--- src/hw/rtl/tqc_pkg.sv ---
// shared types and constants of the textured quad clipper
package tqc_pkg;

    // field widths
    localparam int CW = 24;
    localparam int TW = 16;
    // internal position width, wide enough for clip edges and clipped sizes
    localparam int WW = ((CW > 26) ? CW : 26) + 3;
    // texcoord difference width and product width
    localparam int DW = TW + 1;
    localparam int PW = DW + WW;

    // configuration register indexes
    localparam logic [2:0] REG_CLIP_X = 3'd0;
    localparam logic [2:0] REG_CLIP_Y = 3'd1;
    localparam logic [2:0] REG_CLIP_W = 3'd2;
    localparam logic [2:0] REG_CLIP_H = 3'd3;
    localparam logic [2:0] REG_COLOR  = 3'd4;

    // corner codes
    localparam logic [1:0] CORNER_TL = 2'd0;
    localparam logic [1:0] CORNER_BL = 2'd1;
    localparam logic [1:0] CORNER_BR = 2'd2;
    localparam logic [1:0] CORNER_TR = 2'd3;

    typedef struct packed {
        logic signed [CW-1:0] pos_x;
        logic signed [CW-1:0] pos_y;
        logic signed [CW-1:0] size_w;
        logic signed [CW-1:0] size_h;
        logic signed [TW-1:0] tex_s_start;
        logic signed [TW-1:0] tex_t_start;
        logic signed [TW-1:0] tex_s_end;
        logic signed [TW-1:0] tex_t_end;
        logic        [15:0]   material_id;
    } in_item_t;

    typedef struct packed {
        logic signed [CW-1:0] vert_x;
        logic signed [CW-1:0] vert_y;
        logic signed [TW-1:0] vert_s;
        logic signed [TW-1:0] vert_t;
        logic        [31:0]   vert_color;
        logic        [15:0]   vert_material;
        logic        [1:0]    corner;
        logic                 last_vertex;
    } out_item_t;

    typedef struct packed {
        logic signed [15:0] clip_x;
        logic signed [15:0] clip_y;
        logic        [15:0] clip_w;
        logic        [15:0] clip_h;
    } clip_cfg_t;

    // finished quad passed from front to back
    typedef struct packed {
        logic signed [CW-1:0] x0;
        logic signed [CW-1:0] x1;
        logic signed [CW-1:0] y0;
        logic signed [CW-1:0] y1;
        logic signed [TW-1:0] s1;
        logic signed [TW-1:0] t1;
        logic signed [TW-1:0] s2;
        logic signed [TW-1:0] t2;
        logic        [15:0]   mat;
    } quad_t;

endpackage

--- src/hw/rtl/textured_quad_clipper.sv ---
// Textured quad clipper. Each rectangle transaction yields four vertex transactions
// (top-left, bottom-left, bottom-right, top-right) or none when it is clipped away.
// The vertex port emits one vertex per cycle while out_stall is low. With clipping
// disabled the front end passes a rectangle straight on; otherwise it checks
// the four clip edges in turn, and each edge that cuts into a rectangle of positive
// size runs the shared one-bit-per-cycle texcoord divider.
// A two-entry quad queue lets the front clip the next rectangle while the back
// still emits vertices. Registers: 0 clip_x, 1 clip_y, 2 clip_w, 3 clip_h,
// 4 vertex_color; write them only while the block is idle.
module textured_quad_clipper (
    input  logic                  clk,
    input  logic                  rst_n,
    input  logic                  in_valid,
    output logic                  in_stall,
    input  tqc_pkg::in_item_t     in_data,
    output logic                  out_valid,
    input  logic                  out_stall,
    output tqc_pkg::out_item_t    out_data,
    input  logic                  cfg_valid,
    output logic                  cfg_ready,
    input  logic [2:0]            cfg_index,
    input  logic [31:0]           cfg_data
);

    tqc_pkg::clip_cfg_t  clip_reg;
    logic [31:0]         color_reg;
    logic                q_full, q_push, q_pop, q_valid;
    tqc_pkg::quad_t      q_in, q_head;

    assign cfg_ready = 1'b1;

    // configuration registers
    always_ff @(posedge clk or negedge rst_n)
    begin
        if (!rst_n)
        begin
            clip_reg  <= '0;
            color_reg <= 32'hFFFF_FFFF;
        end
        else if (cfg_valid && cfg_ready)
        begin
            case (cfg_index)
                tqc_pkg::REG_CLIP_X: clip_reg.clip_x <= cfg_data[15:0];
                tqc_pkg::REG_CLIP_Y: clip_reg.clip_y <= cfg_data[15:0];
                tqc_pkg::REG_CLIP_W: clip_reg.clip_w <= cfg_data[15:0];
                tqc_pkg::REG_CLIP_H: clip_reg.clip_h <= cfg_data[15:0];
                tqc_pkg::REG_COLOR:  color_reg       <= cfg_data;
                default:
                begin
                end
            endcase
        end
    end

    tqc_front u_front (
        .clk      (clk),
        .rst_n    (rst_n),
        .in_valid (in_valid),
        .in_stall (in_stall),
        .in_data  (in_data),
        .cfg      (clip_reg),
        .q_full   (q_full),
        .q_push   (q_push),
        .q_data   (q_in)
    );

    tqc_queue u_queue (
        .clk       (clk),
        .rst_n     (rst_n),
        .push      (q_push),
        .push_data (q_in),
        .full      (q_full),
        .pop       (q_pop),
        .q_valid   (q_valid),
        .head_data (q_head)
    );

    tqc_back u_back (
        .clk       (clk),
        .rst_n     (rst_n),
        .q_valid   (q_valid),
        .q_data    (q_head),
        .q_pop     (q_pop),
        .color     (color_reg),
        .out_valid (out_valid),
        .out_stall (out_stall),
        .out_data  (out_data)
    );

endmodule

--- src/hw/rtl/tqc_front.sv ---
// front end: accepts rectangles and clips them edge by edge with a serial divider
module tqc_front (
    input  logic                clk,
    input  logic                rst_n,
    input  logic                in_valid,
    output logic                in_stall,
    input  tqc_pkg::in_item_t   in_data,
    input  tqc_pkg::clip_cfg_t  cfg,
    input  logic                q_full,
    output logic                q_push,
    output tqc_pkg::quad_t      q_data
);

    localparam int WW = tqc_pkg::WW;
    localparam int TW = tqc_pkg::TW;
    localparam int CW = tqc_pkg::CW;
    localparam int DW = tqc_pkg::DW;
    localparam int PW = tqc_pkg::PW;
    localparam int RW = PW + 2;
    localparam int NW = $clog2(PW + 1);

    localparam logic [2:0] S_IDLE   = 3'd0;
    localparam logic [2:0] S_CALC   = 3'd1;
    localparam logic [2:0] S_MUL    = 3'd2;
    localparam logic [2:0] S_ABS    = 3'd3;
    localparam logic [2:0] S_DIV    = 3'd4;
    localparam logic [2:0] S_APPLY  = 3'd5;
    localparam logic [2:0] S_FINISH = 3'd6;

    localparam logic [1:0] E_LEFT   = 2'd0;
    localparam logic [1:0] E_TOP    = 2'd1;
    localparam logic [1:0] E_RIGHT  = 2'd2;
    localparam logic [1:0] E_BOTTOM = 2'd3;

    localparam logic signed [RW-1:0] TEX_HI = RW'((64'sd1 <<< (TW - 1)) - 64'sd1);
    localparam logic signed [RW-1:0] TEX_LO = -TEX_HI - RW'(1);
    localparam logic signed [WW:0]   POS_HI = (WW + 1)'((64'sd1 <<< (CW - 1)) - 64'sd1);
    localparam logic signed [WW:0]   POS_LO = -POS_HI - (WW + 1)'(1);

    // saturate a position to the coordinate width
    function automatic logic signed [CW-1:0] sat_pos(input logic signed [WW:0] v);
        logic signed [CW-1:0] r;
        if (v > POS_HI)
            r = POS_HI[CW-1:0];
        else if (v < POS_LO)
            r = POS_LO[CW-1:0];
        else
            r = v[CW-1:0];
        return r;
    endfunction

    logic [2:0]              state_reg, state_next;
    logic [1:0]              edge_reg;
    logic                    skip_reg;
    logic signed [WW-1:0]    x_reg, y_reg, w_reg, h_reg;
    logic signed [TW-1:0]    s1_reg, t1_reg, s2_reg, t2_reg;
    logic [15:0]             mat_reg;
    logic signed [WW-1:0]    c_reg;
    logic signed [DW-1:0]    diff_reg;
    logic signed [PW-1:0]    prod_reg;
    logic                    neg_reg;
    logic [PW-1:0]           num_reg;
    logic [WW-1:0]           rem_reg;
    logic [NW-1:0]           cnt_reg;

    logic signed [WW-1:0]    cl, ct, cr, cb;
    logic signed [17:0]      right_px, bottom_px;
    logic                    clip_en;
    logic signed [WW-1:0]    c_cur, size_cur;
    logic signed [DW-1:0]    diff_cur;
    logic signed [TW-1:0]    base_cur;
    logic                    accept, finish_done, quad_ok;
    logic [WW:0]             trial;
    logic                    trial_ge;
    logic signed [PW:0]      q_signed;
    logic signed [RW-1:0]    tex_sum;
    logic signed [TW-1:0]    tex_new;

    // clip edges in Q16.8 (left, top) and Q18.8 (right, bottom)
    assign right_px  = 18'($signed(cfg.clip_x)) + $signed({2'b00, cfg.clip_w});
    assign bottom_px = 18'($signed(cfg.clip_y)) + $signed({2'b00, cfg.clip_h});
    assign cl = WW'($signed({cfg.clip_x, 8'd0}));
    assign ct = WW'($signed({cfg.clip_y, 8'd0}));
    assign cr = WW'($signed({right_px, 8'd0}));
    assign cb = WW'($signed({bottom_px, 8'd0}));
    assign clip_en = (cfg.clip_w != 16'd0) && (cfg.clip_h != 16'd0);

    // per-edge cut amount, divisor, texcoord difference and base
    always_comb
    begin
        size_cur = edge_reg[0] ? h_reg : w_reg;
        case (edge_reg)
            E_LEFT:
            begin
                c_cur    = cl - x_reg;
                diff_cur = DW'(s2_reg) - DW'(s1_reg);
                base_cur = s1_reg;
            end
            E_TOP:
            begin
                c_cur    = ct - y_reg;
                diff_cur = DW'(t2_reg) - DW'(t1_reg);
                base_cur = t1_reg;
            end
            E_RIGHT:
            begin
                c_cur    = x_reg + w_reg - cr;
                diff_cur = DW'(s2_reg) - DW'(s1_reg);
                base_cur = s2_reg;
            end
            default:
            begin
                c_cur    = y_reg + h_reg - cb;
                diff_cur = DW'(t2_reg) - DW'(t1_reg);
                base_cur = t2_reg;
            end
        endcase
    end

    // restoring divider step
    assign trial    = {rem_reg, num_reg[PW-1]};
    assign trial_ge = trial >= (WW + 1)'(size_cur);

    // moved texcoord, saturated
    always_comb
    begin
        q_signed = neg_reg ? -$signed({1'b0, num_reg}) : $signed({1'b0, num_reg});
        if (edge_reg[1])
            tex_sum = RW'(base_cur) - RW'(q_signed);
        else
            tex_sum = RW'(base_cur) + RW'(q_signed);
        if (tex_sum > TEX_HI)
            tex_new = TEX_HI[TW-1:0];
        else if (tex_sum < TEX_LO)
            tex_new = TEX_LO[TW-1:0];
        else
            tex_new = tex_sum[TW-1:0];
    end

    // handoff to the queue
    assign quad_ok     = (w_reg > WW'(0)) && (h_reg > WW'(0));
    assign finish_done = (state_reg == S_FINISH) && (!quad_ok || !q_full);
    assign q_push      = (state_reg == S_FINISH) && quad_ok && !q_full;
    assign in_stall    = !((state_reg == S_IDLE) || finish_done);
    assign accept      = in_valid && !in_stall;

    always_comb
    begin
        q_data.x0  = sat_pos((WW + 1)'(x_reg));
        q_data.x1  = sat_pos((WW + 1)'(x_reg) + (WW + 1)'(w_reg));
        q_data.y0  = sat_pos((WW + 1)'(y_reg));
        q_data.y1  = sat_pos((WW + 1)'(y_reg) + (WW + 1)'(h_reg));
        q_data.s1  = s1_reg;
        q_data.t1  = t1_reg;
        q_data.s2  = s2_reg;
        q_data.t2  = t2_reg;
        q_data.mat = mat_reg;
    end

    // sequencer next state
    always_comb
    begin
        state_next = state_reg;
        case (state_reg)
            S_IDLE:
                if (accept)
                    state_next = clip_en ? S_CALC : S_FINISH;
            S_CALC:
                if (c_cur > WW'(0))
                    state_next = (size_cur > WW'(0)) ? S_MUL : S_APPLY;
                else if (edge_reg == E_BOTTOM)
                    state_next = S_FINISH;
            S_MUL:
                state_next = S_ABS;
            S_ABS:
                state_next = S_DIV;
            S_DIV:
                if (cnt_reg == NW'(1))
                    state_next = S_APPLY;
            S_APPLY:
                state_next = (edge_reg == E_BOTTOM) ? S_FINISH : S_CALC;
            S_FINISH:
                if (accept)
                    state_next = clip_en ? S_CALC : S_FINISH;
                else if (finish_done)
                    state_next = S_IDLE;
            default:
                state_next = S_IDLE;
        endcase
    end

    always_ff @(posedge clk or negedge rst_n)
    begin
        if (!rst_n)
            state_reg <= S_IDLE;
        else
            state_reg <= state_next;
    end

    // datapath registers
    always_ff @(posedge clk)
    begin
        if (accept)
        begin
            x_reg    <= WW'(in_data.pos_x);
            y_reg    <= WW'(in_data.pos_y);
            w_reg    <= WW'(in_data.size_w);
            h_reg    <= WW'(in_data.size_h);
            s1_reg   <= in_data.tex_s_start;
            t1_reg   <= in_data.tex_t_start;
            s2_reg   <= in_data.tex_s_end;
            t2_reg   <= in_data.tex_t_end;
            mat_reg  <= in_data.material_id;
            edge_reg <= E_LEFT;
        end
        else
        begin
            case (state_reg)
                S_CALC:
                begin
                    c_reg    <= c_cur;
                    diff_reg <= diff_cur;
                    skip_reg <= !(size_cur > WW'(0));
                    if (!(c_cur > WW'(0)) && (edge_reg != E_BOTTOM))
                        edge_reg <= edge_reg + 2'd1;
                end
                S_MUL:
                    prod_reg <= PW'(diff_reg) * PW'(c_reg);
                S_ABS:
                begin
                    neg_reg <= prod_reg[PW-1];
                    num_reg <= prod_reg[PW-1] ? PW'(-prod_reg) : PW'(prod_reg);
                    rem_reg <= '0;
                    cnt_reg <= NW'(PW);
                end
                S_DIV:
                begin
                    rem_reg <= trial_ge ? WW'(trial - (WW + 1)'(size_cur)) : trial[WW-1:0];
                    num_reg <= {num_reg[PW-2:0], trial_ge};
                    cnt_reg <= cnt_reg - NW'(1);
                end
                S_APPLY:
                begin
                    case (edge_reg)
                        E_LEFT:
                        begin
                            if (!skip_reg)
                                s1_reg <= tex_new;
                            w_reg <= w_reg - c_reg;
                            x_reg <= cl;
                        end
                        E_TOP:
                        begin
                            if (!skip_reg)
                                t1_reg <= tex_new;
                            h_reg <= h_reg - c_reg;
                            y_reg <= ct;
                        end
                        E_RIGHT:
                        begin
                            if (!skip_reg)
                                s2_reg <= tex_new;
                            w_reg <= w_reg - c_reg;
                        end
                        default:
                        begin
                            if (!skip_reg)
                                t2_reg <= tex_new;
                            h_reg <= h_reg - c_reg;
                        end
                    endcase
                    if (edge_reg != E_BOTTOM)
                        edge_reg <= edge_reg + 2'd1;
                end
                default:
                begin
                end
            endcase
        end
    end

`ifndef SYNTHESIS
    // a push never meets a full queue
    assert property (@(posedge clk) disable iff (!rst_n) q_push |-> !q_full)
        else $error("push into full queue");
    // the divider only runs with a positive divisor
    assert property (@(posedge clk) disable iff (!rst_n)
        (state_reg == S_DIV) |-> (size_cur > WW'(0)))
        else $error("divide by non-positive size");
    // an item is taken only when the sequencer is free
    assert property (@(posedge clk) disable iff (!rst_n)
        accept |-> ((state_reg == S_IDLE) || (state_reg == S_FINISH)))
        else $error("item accepted while busy");
`endif

endmodule

--- src/hw/rtl/tqc_queue.sv ---
// two-entry queue of clipped quads between front and back
module tqc_queue (
    input  logic            clk,
    input  logic            rst_n,
    input  logic            push,
    input  tqc_pkg::quad_t  push_data,
    output logic            full,
    input  logic            pop,
    output logic            q_valid,
    output tqc_pkg::quad_t  head_data
);

    tqc_pkg::quad_t mem_reg [2];
    logic           wr_ptr_reg, rd_ptr_reg;
    logic [1:0]     count_reg;

    assign full      = count_reg == 2'd2;
    assign q_valid   = count_reg != 2'd0;
    assign head_data = mem_reg[rd_ptr_reg];

    // pointers and fill count
    always_ff @(posedge clk or negedge rst_n)
    begin
        if (!rst_n)
        begin
            wr_ptr_reg <= 1'b0;
            rd_ptr_reg <= 1'b0;
            count_reg  <= 2'd0;
        end
        else
        begin
            if (push)
                wr_ptr_reg <= !wr_ptr_reg;
            if (pop)
                rd_ptr_reg <= !rd_ptr_reg;
            count_reg <= count_reg + {1'b0, push} - {1'b0, pop};
        end
    end

    // storage
    always_ff @(posedge clk)
    begin
        if (push)
            mem_reg[wr_ptr_reg] <= push_data;
    end

endmodule

--- src/hw/rtl/tqc_back.sv ---
// back end: expands each quad into four vertex transactions
module tqc_back (
    input  logic                  clk,
    input  logic                  rst_n,
    input  logic                  q_valid,
    input  tqc_pkg::quad_t        q_data,
    output logic                  q_pop,
    input  logic [31:0]           color,
    output logic                  out_valid,
    input  logic                  out_stall,
    output tqc_pkg::out_item_t    out_data
);

    logic                  out_valid_reg;
    tqc_pkg::out_item_t    out_data_reg, out_data_next;
    logic [1:0]            corner_reg;
    logic                  load;

    assign load      = q_valid && (!out_valid_reg || !out_stall);
    assign q_pop     = load && (corner_reg == tqc_pkg::CORNER_TR);
    assign out_valid = out_valid_reg;
    assign out_data  = out_data_reg;

    // vertex for the current corner
    always_comb
    begin
        out_data_next.vert_color    = color;
        out_data_next.vert_material = q_data.mat;
        out_data_next.corner        = corner_reg;
        out_data_next.last_vertex   = corner_reg == tqc_pkg::CORNER_TR;
        case (corner_reg)
            tqc_pkg::CORNER_TL:
            begin
                out_data_next.vert_x = q_data.x0;
                out_data_next.vert_y = q_data.y0;
                out_data_next.vert_s = q_data.s1;
                out_data_next.vert_t = q_data.t1;
            end
            tqc_pkg::CORNER_BL:
            begin
                out_data_next.vert_x = q_data.x0;
                out_data_next.vert_y = q_data.y1;
                out_data_next.vert_s = q_data.s1;
                out_data_next.vert_t = q_data.t2;
            end
            tqc_pkg::CORNER_BR:
            begin
                out_data_next.vert_x = q_data.x1;
                out_data_next.vert_y = q_data.y1;
                out_data_next.vert_s = q_data.s2;
                out_data_next.vert_t = q_data.t2;
            end
            default:
            begin
                out_data_next.vert_x = q_data.x1;
                out_data_next.vert_y = q_data.y0;
                out_data_next.vert_s = q_data.s2;
                out_data_next.vert_t = q_data.t1;
            end
        endcase
    end

    // output register and corner counter
    always_ff @(posedge clk or negedge rst_n)
    begin
        if (!rst_n)
        begin
            out_valid_reg <= 1'b0;
            corner_reg    <= tqc_pkg::CORNER_TL;
        end
        else
        begin
            if (load)
            begin
                out_valid_reg <= 1'b1;
                corner_reg    <= corner_reg + 2'd1;
            end
            else if (!out_stall)
                out_valid_reg <= 1'b0;
        end
    end

    always_ff @(posedge clk)
    begin
        if (load)
            out_data_reg <= out_data_next;
    end

`ifndef SYNTHESIS
    // a quad stays at the queue head until all four corners are out
    assert property (@(posedge clk) disable iff (!rst_n)
        (corner_reg != tqc_pkg::CORNER_TL) |-> q_valid)
        else $error("quad lost mid expansion");
    // after the last vertex is loaded the counter wraps to the first corner
    assert property (@(posedge clk) disable iff (!rst_n)
        (out_valid_reg && out_data_reg.last_vertex && $past(load)) |->
        (corner_reg == tqc_pkg::CORNER_TL))
        else $error("corner counter out of step");
    // loaded vertices carry the corner that was counted
    assert property (@(posedge clk) disable iff (!rst_n)
        load |=> (out_data_reg.corner == $past(corner_reg)))
        else $error("corner mismatch");
`endif

endmodule

--- config.mk ---
export PLATFORM = sky130hd
export DESIGN_NAME = textured_quad_clipper
export DESIGN_NICKNAME = d
export VERILOG_FILES = /design/src/hw/rtl/tqc_pkg.sv /design/src/hw/rtl/textured_quad_clipper.sv /design/src/hw/rtl/tqc_front.sv /design/src/hw/rtl/tqc_queue.sv /design/src/hw/rtl/tqc_back.sv
export SDC_FILE = /design/constraint.sdc
export NUM_CORES = 2
export LEC_CHECK = 0
export ABC_AREA = 0
export ABC_CLOCK_PERIOD_IN_PS = 11500
export BUFFER_PORTS_ARGS = -buffer_cell sky130_fd_sc_hd__buf_2
export CAP_MARGIN = 30
export CORE_MARGIN = 1
export CORE_UTILIZATION = 40
export CTS_CLUSTER_SIZE = 16
export DETAILED_ROUTE_END_ITERATION = 8
export MAX_ROUTING_LAYER = met4
export PLACE_DENSITY = 0.6
export SLEW_MARGIN = 20
export SYNTH_ARGS = -nofsm -noshare
export SYNTH_HDL_FRONTEND = slang
export SYNTH_SLANG_ARGS = --single-unit
--- constraint.sdc ---
create_clock -name clk -period 11.5 [get_ports clk]
set_input_delay 2.3 -clock clk [delete_from_list [all_inputs] [get_ports clk]]
set_output_delay 2.3 -clock clk [all_outputs]
set_load 0.01 [all_outputs]
# After elaboration in Yosys (flattened, before gate mapping)
# Memory sizes are Yosys's and may differ from the RTL's.
# Index checks and enable logic that the tools add are counted.
[totals]
reg_bits = 610
ram_bits = 352
input_bits = 216
out_inout_bits = 134
elab_cells = 228
n_memories = 1
[mem_list]
columns = ["memory", "depth", "word_bits", "read_ports", "rd_ports_with_merged_regs", "wr", "line_no", "rtl"]
rows = [
  ["u_queue.mem_reg", 2, 176, 1, 0, 1, "tqc_queue.sv:13", "tqc_pkg::quad_t mem_reg [2];"],
]
[classes]
addsub = 24
mul = 1
magnitude_cmp = 15
n_eq_ne = 29
n_mux = 64
bitwise = 1
reduce_logical = 56
[op_table]
columns = ["op", "count"]
rows = [
  ["29-bit two-way mux", 14],
  ["16-bit two-way mux", 15],
  ["80-bit one-hot mux with 3 select lines", 1],
  ["24-bit two-way mux", 8],
  ["29-bit by 1-bit > comparator with 1-bit output (second input constant)", 4],
  ["46-bit one-hot mux with 2 select lines", 1],
  ["29-bit one-hot mux with 3 select lines", 1],
  ["29-bit subtractor", 3],
  ["29-bit by 29-bit adder with 30-bit output", 2],
  ["30-bit by 24-bit > comparator with 1-bit output (second input constant)", 2],
  ["30-bit by 24-bit < comparator with 1-bit output (second input constant)", 2],
  ["29-bit adder", 2],
  ["29-bit by 24-bit > comparator with 1-bit output (second input constant)", 2],
  ["29-bit by 24-bit < comparator with 1-bit output (second input constant)", 2],
  ["29-bit one-hot mux with 2 select lines", 1],
  ["24-bit by 29-bit subtractor with 29-bit output", 2],
  ["29-bit by 26-bit subtractor with 29-bit output", 2],
  ["16-bit by 47-bit adder with 48-bit output", 1],
  ["48-bit by 16-bit > comparator with 1-bit output (second input constant)", 1],
  ["48-bit by 16-bit < comparator with 1-bit output (second input constant)", 1],
  ["48-bit two-way mux", 1],
  ["16-bit one-hot mux with 3 select lines", 1],
  ["16-bit by 47-bit subtractor with 48-bit output", 1],
  ["47-bit two-way mux", 1],
  ["other kinds (40)", 119],
]

# Logic depth before layout (Yosys ltp)
[logic_depth]
word_depth = 11
ltp_mapped = 31
mapped_depth_nobuf = 29

# Cells and area by module
# A second synthesis with hierarchy kept.
[hier_totals]
hier_cells = 7440
hier_area_um2 = 77748.3
[by_module_without_submodules]
columns = ["mod", "instances", "cells_per_inst", "area_per_inst_um2", "seq_area_each_um2"]
rows = [
  ["tqc_front", 1, 6421, 55602.1, 10955.5],
  ["tqc_queue", 1, 563, 13439.1, 10670.2],
  ["tqc_back", 1, 247, 4998.5, 4008.8],
  ["textured_quad_clipper", 1, 209, 3708.6, 2442.3],
]

# Worst setup path after synthesis
# Ideal clock, no wire load.
[synth_path]
kind = "input port to flip-flop"
startpoint = "input port out_stall"
endpoint = "register u_queue.count_reg[1]"
setup_ps = 80
arrival_ps = 10120
required_time_ps = 11420
slack_ps = 1300
stages = 7
n_path_buf = 0
path_cell_list = "a21oi_1 -> and2_1 -> ha_1 -> inv_1 -> ha_1 -> xnor2_1 -> xnor2_1"
[synth_via]
elab_chain_len = 5
[synth_rtl]
columns = ["element", "line_no", "rtl"]
rows = [
  ["start: declaration", "textured_quad_clipper.sv:17", "input logic out_stall,"],
  ["1-bit logical NOT", "tqc_back.sv:19", "assign load = q_valid && (!out_valid_reg || !out_stall);"],
  ["1-bit logical OR", "tqc_back.sv:19", ""],
  ["1-bit logical AND", "tqc_back.sv:19", ""],
  ["1-bit logical AND", "tqc_back.sv:20", "assign q_pop = load && (corner_reg == tqc_pkg::CORNER_TR);"],
  ["named net q_pop", "textured_quad_clipper.sv:27", "logic q_full, q_push, q_pop, q_valid;"],
  ["2-bit by 1-bit subtractor with 2-bit output", "tqc_queue.sv:36", "count_reg <= count_reg + {1'b0, push} - {1'b0, pop};"],
  ["end signal: assignment", "tqc_queue.sv:36", ""],
  ["end: declaration", "tqc_queue.sv:15", "logic [1:0] count_reg;"],
]
# The timed path passes the listed nets, and every way through them passes these cells.
# A chain may end at the register's enable or synchronous reset.

# Worst setup path after layout
[layout_path]
startpoint = "register u_front.num_reg[0]"
endpoint = "register u_front.t2_reg[1] (data pin)"
[layout_via]
elab_chain_len = 11
elab_cells_between_ends = 13
cone_classes = "3 x add/sub; 2 x order compare; 8 x mux"
[layout_rtl]
columns = ["element", "line_no", "rtl"]
rows = [
  ["start: declaration", "tqc_front.sv:62", "logic [PW-1:0] num_reg;"],
  ["start signal: assignment", "tqc_front.sv:232", "num_reg <= prod_reg[PW-1] ? PW'(-prod_reg) : PW'(prod_reg);"],
  ["start signal: assignment", "tqc_front.sv:239", "num_reg <= {num_reg[PW-2:0], trial_ge};"],
  ["46-bit negator with 47-bit output", "tqc_front.sv:127", "q_signed = neg_reg ? -$signed({1'b0, num_reg}) : $signed({1'b0, num_reg});"],
  ["47-bit two-way mux *", "tqc_front.sv:127", ""],
  ["16-bit by 47-bit adder with 48-bit output / 16-bit by 47-bit subtractor with 48-bit output (equally long branches)", "tqc_front.sv:131, tqc_front.sv:129", ""],
  ["48-bit two-way mux *", "tqc_front.sv:128", "if (edge_reg[1])"],
  ["48-bit by 16-bit < comparator with 1-bit output", "tqc_front.sv:134", "else if (tex_sum < TEX_LO)"],
  ["16-bit two-way mux", "tqc_front.sv:134", ""],
  ["16-bit two-way mux *", "tqc_front.sv:132", "if (tex_sum > TEX_HI)"],
  ["16-bit two-way mux *", "tqc_front.sv:267", "if (!skip_reg)"],
  ["16-bit two-way mux *", "tqc_front.sv:244", "case (edge_reg)"],
  ["16-bit two-way mux *", "tqc_front.sv:218", "case (state_reg)"],
  ["16-bit two-way mux *", "tqc_front.sv:203", "if (accept)"],
  ["end signal: assignment", "tqc_front.sv:212", "t2_reg <= in_data.tex_t_end;"],
  ["end signal: assignment", "tqc_front.sv:268", "t2_reg <= tex_new;"],
  ["end: declaration", "tqc_front.sv:56", "logic signed [TW-1:0] s1_reg, t1_reg, s2_reg, t2_reg;"],
]
# Mark *: on every way between the ends. The rest lies on a longest branch, timed or not. The select of a mux whose other input is x is not followed.

==> impl_metrics.toml <==
[run_status]
outcome = "finished, final reports clean"

[logic_synthesis]
ys.flop_type = "edfxtp_1"
yosysSeqAreaShare = 0.3667
ys_ff_latch = 952
synth_cells = 7454
synth_edf_count = 844
synth_fp_nets = 8682
yosysWarnings = 0
avgSynthCellArea_um2 = 10.27
synthArstFlopShare = 0.1113
yosys.cell_types.count = 102
synth_area_um2 = 76570

[finish]
num-fill-cells = 17910
multi_input_area_um2 = 44490
syn_to_final_growth_pct = 10.71
ff_latch_area_um2 = 28080
drive_gt1_frac = 0.1134
fin_util = 0.4457
nNetsFinal = 8903
largest_reg_flops = 352

[detailed_routing]
drt-pass1-iter-count = 6
drcViolationCount = 0
ant_nets = 0
vias_per_cell = 5.654
drtIter0Drc = 5349
routed-via-count = 58100
routed_wl_um = 238800
wl_per_cell_um = 23.24

[critical_path]
startpoint = "u_front.num_reg[0]$_DFFE_PP_"
crit_slowest_cell = "or4b_1"
critical_path.max_fanout = 60
critical_path.endpoint_type = "register"
cp_common_cell = "a21oi_1"
reg2reg_slack_ns = 2.72
cp.required_ns = 11.97
critPathKind = "register to register"
r2r_cells = 25
arrival_ns = 9.25
reg2reg_from = "u_front.num_reg[0]$_DFFE_PP_"
timing.rr.end = "u_front.t2_reg[1]$_DFFE_PP_"
cpPeakStageDelay_ns = 0.67
crit_path_end = "u_front.t2_reg[1]$_DFFE_PP_"
start_kind = "register"

[sta]
slew_violations = 0
setup_violations = 0
relSlewSlack = 0.2837
hold_ws_ns = 0.4449
rsz0062_at_grt = "no"
tightest_slew_ns = 1.065
post-route-period-util = 0.7632
setup_ws_ns = 2.723
hold_viol = 0
fmax_mhz = 113.9
skew_ns = 0.05508
tns_ns = 0
period_needed_ns = 8.777

[cts]
cts_root_buffer = "clkbuf_16"
numCtsBuffers = 103
cts_resized = 0
cts.sinks = 952
path_clk_slew_ns = 0.06
clock_path_buffers = 3
cts_hold_buffers = 0
htreeDepth = 3
cts_tree = "built"
postCtsSetupBuffers = 0
clkLatencyLatePin_ns = 0.77

[hold_path]
min_from = "u_front.mat_reg[15]$_DFFE_PP_"
min_path_type = "register to register"

[placed_design]
portBuffers = 348
place_congestion = 0.9459
dp_hpwl_um = 184700
pre_cts_ws_ns = 2.840

[floorplanning]
num_io_pins = 350
dieHeight_um = 439.5
fp.dieArea_um2 = 193200
rows = 160
coreArea_um2 = 190200
die_w_um = 439.5
initial_utilization = 0.4026

[global_route]
grt-ovfl-total = 0
grt_pass1_vias = 56280
antenna_found_initial = 12
grt_first_pass_wirelength_um = 354300
grt_max_degree = 84
grt_usage = 0.2495

[run]
max_cap_viol_count = 0
area by class of cell:
cell class | instances | share of cell area
Sequential cell | 952 | 0.3313
Tap cell | 2511 | 0.03706
Antenna cell | 2 | 0.00005904
Clock inverter | 63 | 0.008473
Clock buffer | 130 | 0.03231
Timing Repair Buffer | 451 | 0.03236
Multi-Input combinational cell | 5411 | 0.5249
Inverter | 756 | 0.03357
layout by cell type, fill, tap and decap left out, types with 151 or more instances in the layout:
cell type,instances
xnor2_1,216
nand2_1,763
xor2_1,218
buf_2,349
and2_1,224
nor2_1,355
a21oi_1,396
edfxtp_1,844
o21ai_0,318
mux2_2,151
inv_1,752
ha_1,482
mux2i_1,232
fa_1,526
per-stage QoR:
step	std cells	instance area, um^2
6_report	10280	84770
5_1_grt	10270	84760
3_5_place_dp	10070	81040
3_3_place_gp	10050	80870
2_1_floorplan	7454	76570
4_1_cts	10260	84500
logic make-up (layout without fill, tap and decap cells):
family	Yosys count	in the layout	share of synthesized area
AOI/OAI and AO/OA	1518	1518	0.1277
xor gates and xnor gates	438	438	0.05066
adders and majority gates	1012	1012	0.2169
buffers and inverters	1091	1400	0.05446
DFF	952	952	0.3667
muxes	384	384	0.05268
other	1	3	0.00004898
and+or+nand+nor	2058	2058	0.1309
critical path: cells and delay by family, from the launching register on:
kind | cells | cell delay (ns)
and+or+nand+nor | 9 | 3.78
AOI/OAI and AO/OA | 11 | 3.03
adders and majority gates | 2 | 0.67
DFF | 1 | 0.48
xor gates and xnor gates | 1 | 0.20
muxes | 1 | 0.17
buffers and inverters | 1 | 0.13
worst min-delay path by stage:
stage          cells past startpoint                               end
2_1_floorplan                      0   u_queue.mem_reg[0][0]$_DFFE_PP_
3_3_place_gp                       0   u_queue.mem_reg[0][8]$_DFFE_PP_
3_5_place_dp                       0  u_queue.mem_reg[1][15]$_DFFE_PP_
4_1_cts                            0  u_queue.mem_reg[1][15]$_DFFE_PP_
5_1_grt                            0  u_queue.mem_reg[0][15]$_DFFE_PP_
6_report                           0  u_queue.mem_reg[1][15]$_DFFE_PP_
synth_stat cells, drive strengths merged, types with 216 or more instances:
| cell type | n | area (um^2) |
|---|---|---|
| xor2 | 220 | 1942 |
| xnor2 | 216 | 1892 |
| ha | 486 | 6081 |
| fa | 526 | 10530 |
| clkbuf | 288 | 1081 |
| nor2 | 359 | 1355 |
| and2 | 224 | 1401 |
| inv | 755 | 2834 |
| edfxtp | 844 | 25340 |
| o21ai | 342 | 1715 |
| a21oi | 399 | 1997 |
| mux2i | 232 | 2322 |
| nand2 | 764 | 2875 |
routing by layer:
metal  vias up  part of all wire  track usage  wire, um
met4         0             0.033      0.07353      7783
met1     28940              0.44       0.3391    104100
met3       337             0.082      0.04973     19570
met5         -                 0            -         0
li1      26690                 -            -         -
met2      2136              0.45       0.3755    107400
Power is not shown: default switching activity piles up to over one toggle a cycle in this logic, so the estimate is an artifact.
